===== config.mk =====
export PLATFORM = sky130hd
export DESIGN_NAME = line_fold_word_wrap_unit
export DESIGN_NICKNAME = d
export VERILOG_FILES = /design/src/design/lfww_pkg.sv /design/src/design/lfww_ram.sv /design/src/design/lfww_datapath.sv /design/src/design/lfww_ctrl.sv /design/src/design/line_fold_word_wrap_unit.sv
export SDC_FILE = /design/constraint.sdc
export NUM_CORES = 1
export LEC_CHECK = 0
export BUFFER_PORTS_ARGS = -buffer_cell sky130_fd_sc_hd__buf_4
export CORE_ASPECT_RATIO = 0.8
export CORE_MARGIN = 5
export CORE_UTILIZATION = 60
export CTS_CLUSTER_DIAMETER = 30
export CTS_CLUSTER_SIZE = 25
export DETAILED_ROUTE_END_ITERATION = 10
export GPL_ROUTABILITY_DRIVEN = 1
export PLACE_DENSITY = 0.88
export SYNTH_ARGS = -nofsm -noshare
export SYNTH_HDL_FRONTEND = slang
export SYNTH_SLANG_ARGS = --single-unit

===== constraint.sdc =====
create_clock -name clk -period 9.2 [get_ports clk]
set_clock_uncertainty 0.15 [all_clocks]
set_input_delay 0.46 -clock clk [delete_from_list [all_inputs] [get_ports clk]]
set_output_delay 0.46 -clock clk [all_outputs]
set_load 0.05 [all_outputs]

===== src/design/lfww_pkg.sv =====
// ----------------------------------------------------------------------------
// lfww_pkg
// Shared types and constants for the line fold word wrap unit: character
// codes, controller states, output source select and the command and status
// groups between controller and datapath.
// ----------------------------------------------------------------------------
package lfww_pkg;

    // Separator character codes
    localparam logic [7:0] CH_SPACE = 8'd32;
    localparam logic [7:0] CH_TAB   = 8'd9;
    localparam logic [7:0] CH_NL    = 8'd10;

    // Column counter saturates here
    localparam logic [5:0] COL_MAX = 6'd63;

    // Reset value of the line width register
    localparam logic [5:0] LINE_WIDTH_RESET = 6'd63;

    // Default word buffer depth
    localparam int MAX_WIDTH_DEF = 63;

    // Controller states
    typedef enum logic [2:0] {
        S_IDLE,
        S_PRE,
        S_RD,
        S_WORD,
        S_POST1,
        S_POST2
    } state_t;

    // Source of the next output word
    typedef enum logic [1:0] {
        SRC_NL,
        SRC_WORD,
        SRC_POST1
    } src_t;

    // Controller to datapath
    typedef struct packed {
        logic accept;    // take the input character, update line state
        logic load;      // load the output register
        src_t src;       // what to load
        logic last;      // final result of this character
        logic rd_start;  // read buffer entry zero
        logic rd_next;   // read the following buffer entry
    } ctl_cmd_t;

    // Datapath to controller
    typedef struct packed {
        logic any;        // this character causes results
        logic has_pre;    // newline ahead of the word
        logic wlen_nz;    // word to send is not empty
        logic has_post1;  // one character after the word
        logic has_post2;  // a newline after that
        logic word_end;   // entry being sent is the word's last
        logic out_free;   // output register can be loaded
    } ctl_sts_t;

endpackage


===== src/design/lfww_ram.sv =====
// ----------------------------------------------------------------------------
// lfww_ram
// Generic single write port, single read port RAM with registered read data.
// Read data holds while no read is issued.
// ----------------------------------------------------------------------------
module lfww_ram #(
    parameter int WIDTH = 8,
    parameter int DEPTH = 63
) (
    input  logic                     clk,
    input  logic                     we,
    input  logic [$clog2(DEPTH)-1:0] waddr,
    input  logic [WIDTH-1:0]         wdata,
    input  logic                     re,
    input  logic [$clog2(DEPTH)-1:0] raddr,
    output logic [WIDTH-1:0]         rdata
);

    logic [WIDTH-1:0] mem [DEPTH];
    logic [WIDTH-1:0] rdata_reg;

    // Write port
    always_ff @(posedge clk)
    begin
        if (we)
        begin
            mem[waddr] <= wdata;
        end
    end

    // Registered read port
    always_ff @(posedge clk)
    begin
        if (re)
        begin
            rdata_reg <= mem[raddr];
        end
    end

    assign rdata = rdata_reg;

endmodule


===== src/design/lfww_datapath.sv =====
// ----------------------------------------------------------------------------
// lfww_datapath
// Line state (word count, column, single word flag, line width), the word
// buffer, the per character emission plan and the output register.
// ----------------------------------------------------------------------------
module lfww_datapath
    import lfww_pkg::*;
#(
    parameter int MAX_WIDTH = MAX_WIDTH_DEF
) (
    input  logic       clk,
    input  logic       rst_n,
    input  ctl_cmd_t   cmd,
    output ctl_sts_t   sts,
    input  logic [7:0] in_char,
    input  logic       cfg_valid,
    output logic       cfg_ready,
    input  logic [5:0] cfg_data,
    output logic       out_valid,
    input  logic       out_ready,
    output logic [7:0] out_char,
    output logic       out_last
);

    localparam int CW = $clog2(MAX_WIDTH + 1);
    localparam int AW = $clog2(MAX_WIDTH);
    localparam logic [CW-1:0] MAX_CNT = CW'(MAX_WIDTH);
    localparam logic [5:0]    MAX_W6  = 6'(MAX_WIDTH);

    logic [5:0]    line_width_reg;
    logic [CW-1:0] wc_reg, wc_next;
    logic [5:0]    col_reg, col_next;
    logic          single_reg, single_next;

    logic          has_pre_reg, has_post1_reg, has_post2_reg;
    logic [CW-1:0] wlen_reg;
    logic [7:0]    post1_char_reg;
    logic [AW-1:0] rd_idx_reg, rd_idx_next;

    logic          out_valid_reg;
    logic [7:0]    out_char_reg;
    logic          out_last_reg;

    logic          is_sep, is_nl, fold, store_we;
    logic [5:0]    width_eff, col_inc, col1;
    logic [CW-1:0] wc1, wlen_c;
    logic          single1;
    logic          pre_c, post1_c, post2_c;
    logic [7:0]    ram_rdata;
    logic [AW-1:0] ram_raddr;

    // Classify the character and work out the new line state and plan
    always_comb
    begin
        is_nl  = (in_char == CH_NL);
        is_sep = (in_char == CH_SPACE) || (in_char == CH_TAB) || is_nl;

        if (line_width_reg == 6'd0)
            width_eff = 6'd1;
        else if (line_width_reg > MAX_W6)
            width_eff = MAX_W6;
        else
            width_eff = line_width_reg;

        col_inc  = (col_reg < COL_MAX) ? col_reg + 6'd1 : col_reg;
        store_we = 1'b0;

        if (is_sep)
        begin
            wc1     = '0;
            col1    = is_nl ? 6'd0 : col_inc;
            single1 = is_nl;
        end
        else
        begin
            store_we = (wc_reg < MAX_CNT);
            wc1      = store_we ? wc_reg + CW'(1) : wc_reg;
            col1     = col_inc;
            single1  = single_reg;
        end

        fold = (col1 >= width_eff);

        wc_next     = wc1;
        col_next    = col1;
        single_next = single1;
        if (fold)
        begin
            wc_next     = '0;
            single_next = 1'b1;
            col_next    = single1 ? 6'd0 : 6'(wc1);
        end

        // Only one word is sent per character: after a separator the
        // fold word is empty
        wlen_c  = is_sep ? wc_reg : (fold ? wc1 : '0);
        pre_c   = !is_sep && fold && !single1;
        post1_c = is_sep || (fold && single1);
        post2_c = is_sep && fold;
    end

    // Hand the plan to the controller, fresh on the accepting cycle
    always_comb
    begin
        sts.any       = cmd.accept ? (is_sep || fold) : 1'b0;
        sts.has_pre   = cmd.accept ? pre_c : has_pre_reg;
        sts.wlen_nz   = cmd.accept ? (wlen_c != '0) : (wlen_reg != '0);
        sts.has_post1 = cmd.accept ? post1_c : has_post1_reg;
        sts.has_post2 = cmd.accept ? post2_c : has_post2_reg;
        sts.word_end  = ((CW'(rd_idx_reg) + CW'(1)) == wlen_reg);
        sts.out_free  = !out_valid_reg || out_ready;
    end

    // Configuration register, always ready
    assign cfg_ready = 1'b1;

    always_ff @(posedge clk or negedge rst_n)
    begin
        if (!rst_n)
        begin
            line_width_reg <= LINE_WIDTH_RESET;
        end
        else if (cfg_valid)
        begin
            line_width_reg <= cfg_data;
        end
    end

    // Line state and plan, updated when a character is taken
    always_ff @(posedge clk or negedge rst_n)
    begin
        if (!rst_n)
        begin
            wc_reg        <= '0;
            col_reg       <= '0;
            single_reg    <= 1'b1;
            has_pre_reg   <= 1'b0;
            has_post1_reg <= 1'b0;
            has_post2_reg <= 1'b0;
            wlen_reg      <= '0;
        end
        else if (cmd.accept)
        begin
            wc_reg        <= wc_next;
            col_reg       <= col_next;
            single_reg    <= single_next;
            has_pre_reg   <= pre_c;
            has_post1_reg <= post1_c;
            has_post2_reg <= post2_c;
            wlen_reg      <= wlen_c;
        end
    end

    always_ff @(posedge clk)
    begin
        if (cmd.accept)
        begin
            post1_char_reg <= is_sep ? in_char : CH_NL;
        end
    end

    // Buffer read index
    always_comb
    begin
        rd_idx_next = rd_idx_reg;
        if (cmd.rd_start)
            rd_idx_next = '0;
        else if (cmd.rd_next)
            rd_idx_next = rd_idx_reg + AW'(1);
    end

    assign ram_raddr = rd_idx_next;

    always_ff @(posedge clk or negedge rst_n)
    begin
        if (!rst_n)
        begin
            rd_idx_reg <= '0;
        end
        else
        begin
            rd_idx_reg <= rd_idx_next;
        end
    end

    lfww_ram #(
        .WIDTH (8),
        .DEPTH (MAX_WIDTH)
    ) u_word_ram (
        .clk   (clk),
        .we    (cmd.accept && store_we),
        .waddr (wc_reg[AW-1:0]),
        .wdata (in_char),
        .re    (cmd.rd_start || cmd.rd_next),
        .raddr (ram_raddr),
        .rdata (ram_rdata)
    );

    // Output register
    always_ff @(posedge clk or negedge rst_n)
    begin
        if (!rst_n)
        begin
            out_valid_reg <= 1'b0;
        end
        else if (cmd.load)
        begin
            out_valid_reg <= 1'b1;
        end
        else if (out_ready)
        begin
            out_valid_reg <= 1'b0;
        end
    end

    always_ff @(posedge clk)
    begin
        if (cmd.load)
        begin
            out_last_reg <= cmd.last;
            case (cmd.src)
                SRC_NL:    out_char_reg <= CH_NL;
                SRC_WORD:  out_char_reg <= ram_rdata;
                SRC_POST1: out_char_reg <= post1_char_reg;
                default:   out_char_reg <= CH_NL;
            endcase
        end
    end

    assign out_valid = out_valid_reg;
    assign out_char  = out_char_reg;
    assign out_last  = out_last_reg;

    // Word count never passes the buffer depth
    a_wc_bound: assert property (@(posedge clk) disable iff (!rst_n)
        wc_reg <= MAX_CNT)
        else $error("word count beyond buffer depth");

endmodule


===== src/design/lfww_ctrl.sv =====
// ----------------------------------------------------------------------------
// lfww_ctrl
// Sequencer for one character: take it, then send the optional leading
// newline, the buffered word, and up to two trailing characters.
// ----------------------------------------------------------------------------
module lfww_ctrl
    import lfww_pkg::*;
(
    input  logic     clk,
    input  logic     rst_n,
    input  logic     in_valid,
    output logic     in_ready,
    input  ctl_sts_t sts,
    output ctl_cmd_t cmd
);

    state_t state_reg, state_next;

    function automatic state_t after_word(input ctl_sts_t s);
        return s.has_post1 ? S_POST1 : S_IDLE;
    endfunction

    function automatic state_t after_pre(input ctl_sts_t s);
        return s.wlen_nz ? S_RD : after_word(s);
    endfunction

    // State register
    always_ff @(posedge clk or negedge rst_n)
    begin
        if (!rst_n)
        begin
            state_reg <= S_IDLE;
        end
        else
        begin
            state_reg <= state_next;
        end
    end

    // Next state and commands
    always_comb
    begin
        state_next   = state_reg;
        in_ready     = 1'b0;
        cmd          = '0;
        cmd.src      = SRC_NL;
        case (state_reg)
            S_IDLE:
            begin
                in_ready = 1'b1;
                if (in_valid)
                begin
                    cmd.accept = 1'b1;
                    if (sts.any)
                        state_next = sts.has_pre ? S_PRE : after_pre(sts);
                end
            end
            S_PRE:
            begin
                if (sts.out_free)
                begin
                    cmd.load   = 1'b1;
                    cmd.src    = SRC_NL;
                    cmd.last   = !sts.wlen_nz && !sts.has_post1;
                    state_next = after_pre(sts);
                end
            end
            S_RD:
            begin
                cmd.rd_start = 1'b1;
                state_next   = S_WORD;
            end
            S_WORD:
            begin
                if (sts.out_free)
                begin
                    cmd.load = 1'b1;
                    cmd.src  = SRC_WORD;
                    cmd.last = sts.word_end && !sts.has_post1;
                    if (sts.word_end)
                        state_next = after_word(sts);
                    else
                        cmd.rd_next = 1'b1;
                end
            end
            S_POST1:
            begin
                if (sts.out_free)
                begin
                    cmd.load   = 1'b1;
                    cmd.src    = SRC_POST1;
                    cmd.last   = !sts.has_post2;
                    state_next = sts.has_post2 ? S_POST2 : S_IDLE;
                end
            end
            S_POST2:
            begin
                if (sts.out_free)
                begin
                    cmd.load   = 1'b1;
                    cmd.src    = SRC_NL;
                    cmd.last   = 1'b1;
                    state_next = S_IDLE;
                end
            end
            default:
            begin
                state_next = S_IDLE;
            end
        endcase
    end

    // Output register is never overwritten while a character waits
    a_load_free: assert property (@(posedge clk) disable iff (!rst_n)
        cmd.load |-> sts.out_free)
        else $error("output loaded while occupied");

    // The final result of a character returns the sequencer to idle
    a_last_idle: assert property (@(posedge clk) disable iff (!rst_n)
        cmd.load && cmd.last |=> state_reg == S_IDLE)
        else $error("sequencer busy after final result");

    // A word is only sent when the plan holds one
    a_word_nz: assert property (@(posedge clk) disable iff (!rst_n)
        (state_reg == S_RD || state_reg == S_WORD) |-> sts.wlen_nz)
        else $error("word emission with empty word");

endmodule


===== src/design/line_fold_word_wrap_unit.sv =====
// ----------------------------------------------------------------------------
// line_fold_word_wrap_unit
// Greedy word wrap: folds a character stream into lines of a set width.
//
//   channel   dir  handshake              payload
//   s_axis    in   s_axis_tvalid/tready   tdata[7:0] in_char
//   m_axis    out  m_axis_tvalid/tready   tdata[7:0] out_char, tlast last
//   cfg       in   cfg_valid/cfg_ready    cfg_data[5:0] line_width
//
// A character with no result is taken in the idle state. One with results is
// accepted, passes a read state if a buffered word is sent (registered buffer
// read), then sends each result through the single output register.
// Output stalls hold the sequencer; the next character is taken while the
// final result still waits in the output register.
// Reset is asynchronous, active low; no clearing pass is needed.
// ----------------------------------------------------------------------------
module line_fold_word_wrap_unit
    import lfww_pkg::*;
#(
    parameter int MAX_WIDTH = MAX_WIDTH_DEF
) (
    input  logic       clk,
    input  logic       rst_n,
    input  logic       s_axis_tvalid,
    output logic       s_axis_tready,
    input  logic [7:0] s_axis_tdata,   // [7:0] in_char
    output logic       m_axis_tvalid,
    input  logic       m_axis_tready,
    output logic [7:0] m_axis_tdata,   // [7:0] out_char
    output logic       m_axis_tlast,
    input  logic       cfg_valid,
    output logic       cfg_ready,
    input  logic [5:0] cfg_data        // [5:0] line_width
);

    ctl_cmd_t cmd;
    ctl_sts_t sts;

    // Sequencer
    lfww_ctrl u_ctrl (
        .clk      (clk),
        .rst_n    (rst_n),
        .in_valid (s_axis_tvalid),
        .in_ready (s_axis_tready),
        .sts      (sts),
        .cmd      (cmd)
    );

    // Line state, word buffer and output register
    lfww_datapath #(
        .MAX_WIDTH (MAX_WIDTH)
    ) u_datapath (
        .clk       (clk),
        .rst_n     (rst_n),
        .cmd       (cmd),
        .sts       (sts),
        .in_char   (s_axis_tdata),
        .cfg_valid (cfg_valid),
        .cfg_ready (cfg_ready),
        .cfg_data  (cfg_data),
        .out_valid (m_axis_tvalid),
        .out_ready (m_axis_tready),
        .out_char  (m_axis_tdata),
        .out_last  (m_axis_tlast)
    );

endmodule

After elaboration in Yosys (flattened, before gate mapping)
Memory sizes are Yosys's and may differ from the RTL's. A register that Yosys moved wholly into a read port is not among the register bits.
Cells that the tools add are included.
{ "word_totals": {"wordCells": 116, "inputBits": 19, "latch_bits": 0, "out_inout_bits": 12, "romBits": 0, "memories": 1, "mem_bits_rw": 504, "regBits": 55} }
{ "classes": {"n_eq_ne": 18, "shift": 0, "addsub": 3, "reduce_logical": 25, "mux": 51, "multipliers": 0, "div": 0, "magnitude_cmp": 4, "bitwise_logic": 0} }
{ "mem_list": {"columns": ["memory", "depth", "word_bits", "read_ports", "rd_ports_with_merged_regs", "write_ports", "line", "rtl"], "rows": [
  ["u_datapath.u_word_ram.mem", 63, 8, 1, 1, 1, "lfww_ram.sv:19", "logic [WIDTH-1:0] mem [DEPTH];"]
]} }
{ "ops": {"columns": ["operator", "n"], "rows": [
  ["$mux 6", 14],
  ["$mux 3", 11],
  ["$mux 1", 19],
  ["$add 6x1->6 const B", 3],
  ["$pmux 3 s6", 1],
  ["$eq 8x4->1 const B", 2],
  ["$mux 4", 4],
  ["$pmux 4 s4", 1],
  ["$pmux 8 s2", 1],
  ["$lt 6x6->1 const B", 2],
  ["$ne 2x2->1 const B", 6],
  ["$reduce_bool 6->1", 2],
  ["$eq 8x6->1 const B", 1],
  ["$logic_and 1x1->1", 7],
  ["$reduce_and 7->1", 1],
  ["$eq 3x2->1 const B", 2],
  ["$eq 3x3->1 const B", 2],
  ["$eq 6x6->1", 1],
  ["$ge 6x6->1", 1],
  ["$gt 6x6->1 const B", 1],
  ["$logic_not 1->1", 6],
  ["$logic_not 6->1", 1],
  ["$logic_or 1x1->1", 6],
  ["$eq 3x1->1 const B", 1],
  ["5 further kinds", 5]
]} }

Logic depth before layout (Yosys ltp)
{ "depth": {"depth_word": 15, "depth_mapped": 18, "mapped_depth_nobuf": 17} }

Hierarchy
Synthesis repeated with hierarchy kept, for this count alone.
{ "hier_totals": {"hier_cells": 1292, "hier_area_um2": 23207.3} }
{ "modules_own_cells": {"columns": ["mod", "area_per_inst_um2", "seq_area_each_um2", "cells_each", "n_inst"], "rows": [
  ["lfww_ram", 19886.6, 15374.7, 949, 1],
  ["lfww_datapath", 2946.6, 1395.1, 299, 1],
  ["lfww_ctrl", 374.1, 75.1, 44, 1]
]} }

Least setup slack after synthesis
OpenSTA, ideal clock, no wires.
{ "synth_timing": {"kind": "input to register", "start": "input port s_axis_tdata[0]", "end": "register u_datapath.out_last_reg, in the netlist u_datapath.out_last (data pin)", "n_path_buf": 2, "required_ns": 8.874, "arrival_time_ns": 3.386, "path_stages": 16, "path_slack_ns": 5.488, "setup_ns": 0.176, "cell_sequence": "nor4bb_1 and2_1 clkbuf_1 nand2b_1 ha_1 nand2b_1 a21o_1 a21o_1 a21o_1 a21o_1 a21o_1 clkbuf_1 nand2_1 a21oi_1 o31a_1 o32ai_1"} }
{ "synth_rtl": {"columns": ["item", "line", "rtl"], "rows": [
  ["start, declared", "line_fold_word_wrap_unit.sv:26", "input logic [7:0] s_axis_tdata,"],
  ["end signal, assigned", "lfww_datapath.sv:220", "out_last_reg <= cmd.last;"],
  ["end, declared", "lfww_datapath.sv:42", "logic out_last_reg;"]
]} }

Worst setup path in the final report
{ "layout_timing": {"start": "register u_datapath.rd_idx_reg[0]", "end": "register u_datapath.u_word_ram.rdata_reg[5], in the netlist u_datapath.u_word_ram.rdata[5] (read register of u_datapath.u_word_ram.mem) (data pin)"} }
{ "layout_between": {"elab_chain_cells": 7, "word_cells_on_any_way": 8, "classes_between": "add/sub: 1; eq/ne: 1; mux: 5; reduce/logical: 1"} }
{ "layout_lines": {"columns": ["item", "line", "rtl"], "rows": [
  ["start, declared", "lfww_datapath.sv:38", "logic [AW-1:0] rd_idx_reg, rd_idx_next;"],
  ["start signal, assigned", "lfww_datapath.sv:182", "rd_idx_reg <= rd_idx_next;"],
  ["$add 6x1->6", "lfww_datapath.sv:110, lfww_datapath.sv:169", null],
  ["$eq 6x6->1", "lfww_datapath.sv:110", "sts.word_end = ((CW'(rd_idx_reg) + CW'(1)) == wlen_reg);"],
  ["$mux 1", "lfww_ctrl.sv:80", "if (sts.word_end)"],
  ["$mux 1", "lfww_ctrl.sv:75", "if (sts.out_free)"],
  ["$mux 1", "lfww_ctrl.sv:47", "case (state_reg)"],
  ["$mux 6", "lfww_datapath.sv:168", "else if (cmd.rd_next)"],
  ["$mux 6", "lfww_datapath.sv:166", "if (cmd.rd_start)"],
  ["end, declared", "lfww_ram.sv:20", "logic [WIDTH-1:0] rdata_reg;"]
]} }
Parallel ways exist; a longest one is shown, timed or not.
A chain may end at the register's enable or synchronous reset.

==> metrics <==
outcome=finished clean; synth cell count leaders=529 x edfxtp_1, 305 x nand2_1, 165 x a21oi_1; drt via density=6.86; Iteration-0 DRC Markers=3,126; number of cell rows=64; top sig layer=met4; critical path capture point type=register; CP Launch Point=u_datapath.rd_idx_reg[0]; met2 wire length=28.2 mm; yosys warns=0; Worst Path Max Fanout=149; fill cell count=2,326; core area=0.0384 mm2; most common flop cell mapped by yosys=edfxtp_1; Peak VDD IR=0.000427 V; die width=231 um; Synth area leaders=edfxtp_1 68%, nand2_1 4.9%, a21oi_1 3.5%, dfrtp_1 3.3%, mux2i_1 3.0%; CP most frequent cell=a22oi_1; synthesized flop and latch total=567; Setup Fix Bufs, Post-CTS=0; ANT cells=0; sequential area share after synthesis=71.7%; met1 wire length=22.5 mm; Syn Inst Count=1,772; Top reg by flops=u_datapath.u_word_ram.mem; layout cells sized above 1=10.7%; final setup vio count=0; Avg WL per Cell=26.5 um; Clock Path Buffers=3; clk_lat worst skew=610 ps; critical path's top delay family=simple AND/OR/NAND/NOR gates; asr flop ratio synth=6.70%; FF-to-FF Start=u_datapath.rd_idx_reg[0]; Post-DP HPWL=35.8 mm; Worst-Margin Slew=1080 ps; design area=0.0269 mm2; HP Class=input pin to register; Arrival @ worst endpoint=5600 ps; Setup TNS=0 ps; I/O pin total=31; Final Critical Period=5400 ps; post-place setup slack=4080 ps; internal reg-to-reg setup slack=3800 ps; Post-DRT Antenna Nets=0; Synth Cell Area=0.0235 mm2; RSZ-0062 raised after global routing=false; number of global-route vias before repair=15,492; Avg Cell Area, Syn=13.3 um2; worst rel slew slack=27.9%; Hold Path Depth=3; Pwr per Cell Area=345 mW/mm2; layout net count=1,836; Met3 Wirelength=8.86 mm; initial antenna violation count=0; CTS Sinks=567; leakage power=9.23 nW; critical setup path kind=register to register; die area=0.0432 mm2; drt total wl=62.7 mm; max FFs per register=504; global-route usage over all layers=28.4%; via count=16,242; # Max-Cap Violations=0; area grow syn2layout=14.6%; GPL Wtd Cong=1.06; max-slew violations=0; remaining global-route overflow=0; count leader, synth=edfxtp_1; Hold Startpoint=m_axis_tready; Detailed Routing Iterations Pass 1=6; Post-synth EDFFs=529; Final Hold Fails=0; clock root buffer=clkbuf_16; input/output buffers=29; max incr delay on CP=600 ps; startpoint types=register; level count of the clock H-tree=3; largest net degree at the start of global routing=150; total CTS buffers=81; starting density of the core=61.1%; Worst Setup Slack, final=3800 ps; largest area contributor in the netlist=edfxtp_1; placed cell area=0.0239 mm2; crit-path cells=ha_1 > or3b_1 > a211o_1 > and3_1 > or3_1 > and3_4 > inv_8 > buf_12 > mux2i_1 > a22oi_1 > a22oi_1 > nand3_1 > a32o_1; worst r2r dst=u_datapath.u_word_ram.rdata[5]; Buf/Inv on CP=2; CTS clock-pin slew for the worst setup and hold paths=60 ps; DR DRC count=0; Synth top area share=67.6%; chip height=187 um; worst hold slack=41.1 ps; CP required=9400 ps; Max Clock Freq=185 MHz; Worst path slowest cell=inv_8; final critical-path share of the clock period=58.6%; Unique masters post-synth=68; first-pass GRT wire length=93.8 mm; reg2reg path depth=13; Hold Path End=u_datapath.out_valid; CTS tree=done
==> layer usage <==
layer	up-vias	track usage, %
met5	-	0
met4	0	11.2
met3	262	9.27
met2	1390	42.5
met1	7823	39.3
li1	6767	-
==> repair_timing <==
action                                 in CTS  in global routing
hold buffers                               14                  0
endpoints found under the hold margin      37                  0
gates resized for setup                     0                  0
==> worst register-to-register path, stage by stage (launching register included) <==
cell,delay [ps]
dfrtp_1,510
ha_1,310
or3b_1,360
a211o_1,310
and3_1,190
or3_1,400
and3_4,220
inv_8,600
buf_12,710
mux2i_1,370
a22oi_1,150
a22oi_1,330
nand3_1,260
a32o_1,280
==> cells in the final DEF (no fill, tap or decap), types with 7 or more instances in the layout <==
cell,count
edfxtp_1,529
nand2_1,305
a21oi_1,165
nor2_1,106
clkbuf_16,85
nand3_1,69
mux2i_1,69
o21ai_0,49
buf_4,42
a22oi_1,35
o22ai_1,35
dfrtp_1,31
a211oi_1,25
and3_1,19
inv_1,19
a22o_1,16
inv_6,16
dlygate4sd3_1,14
nor3_1,13
a21o_1,12
nor4_1,11
a221oi_1,11
ha_1,11
inv_8,10
clkinvlp_4,10
and2_1,9
a31oi_1,9
bufinv_16,9
xor2_1,8
a2111oi_0,7
a32oi_1,7
clkinv_4,7
dfstp_2,7
==> metrics by stage <==
step	util (%)	total power, mW	instances
3_3_place_gp	62.3	5.87	2204
2_1_floorplan	-	5.26	1775
4_1_cts	70.0	9.18	2368
6_report	70.0	9.29	2368
5_1_grt	70.0	9.60	2368
3_5_place_dp	62.3	5.96	2204
==> worst max path at each step <==
| stage | to | slack [ps] | depth (start not counted) |
|---|---|---|---|
| 3_3_place_gp | u_datapath.u_word_ram.rdata[6] | 4180 | 13 |
| 6_report | u_datapath.u_word_ram.rdata[5] | 3800 | 13 |
| 3_5_place_dp | u_datapath.u_word_ram.rdata[5] | 4080 | 13 |
| 4_1_cts | u_datapath.u_word_ram.rdata[5] | 4000 | 13 |
| 2_1_floorplan | u_datapath.out_last | 5490 | 16 |
| 5_1_grt | u_datapath.u_word_ram.rdata[5] | 3730 | 13 |
==> report_power, final <==
part | total, mW | leakage, nW | switching [mW] | internal, mW
logic | 3.00 | 2.63 | 2.08 | 0.923
clock network | 3.22 | 1.37 | 1.22 | 1.99
registers | 3.07 | 5.24 | 0.108 | 2.96
total | 9.29 | 9.23 | 3.41 | 5.87
==> logic make-up (layout without fill, tap and decap cells) <==
group / count (synthesis) / after routing / synth area share (%)
buffers and inverters: 130 / 228 / 2.67
AOI/OAI and AO/OA: 403 / 403 / 10.8
and+or+nand+nor: 574 / 574 / 10.7
muxes: 73 / 73 / 3.13
adders and majority gates: 11 / 11 / 0.586
xor gates and xnor gates: 12 / 12 / 0.447
DFF: 567 / 567 / 71.7
other: 2 / 5 / 0.0320
==> area by class of cell <==
| class | instances | area (um2) | area share, % |
|---|---|---|---|
| clock buffer | 90 | 2160 | 8.01 |
| multi-input combinational | 1078 | 6040 | 22.4 |
| clock inverter | 60 | 698 | 2.59 |
| sequential | 567 | 16800 | 62.6 |
| tap | 495 | 619 | 2.30 |
| timing repair buffer | 57 | 475 | 1.77 |
| inverter | 21 | 86.3 | 0.321 |
(Power assumes the default switching activity.)
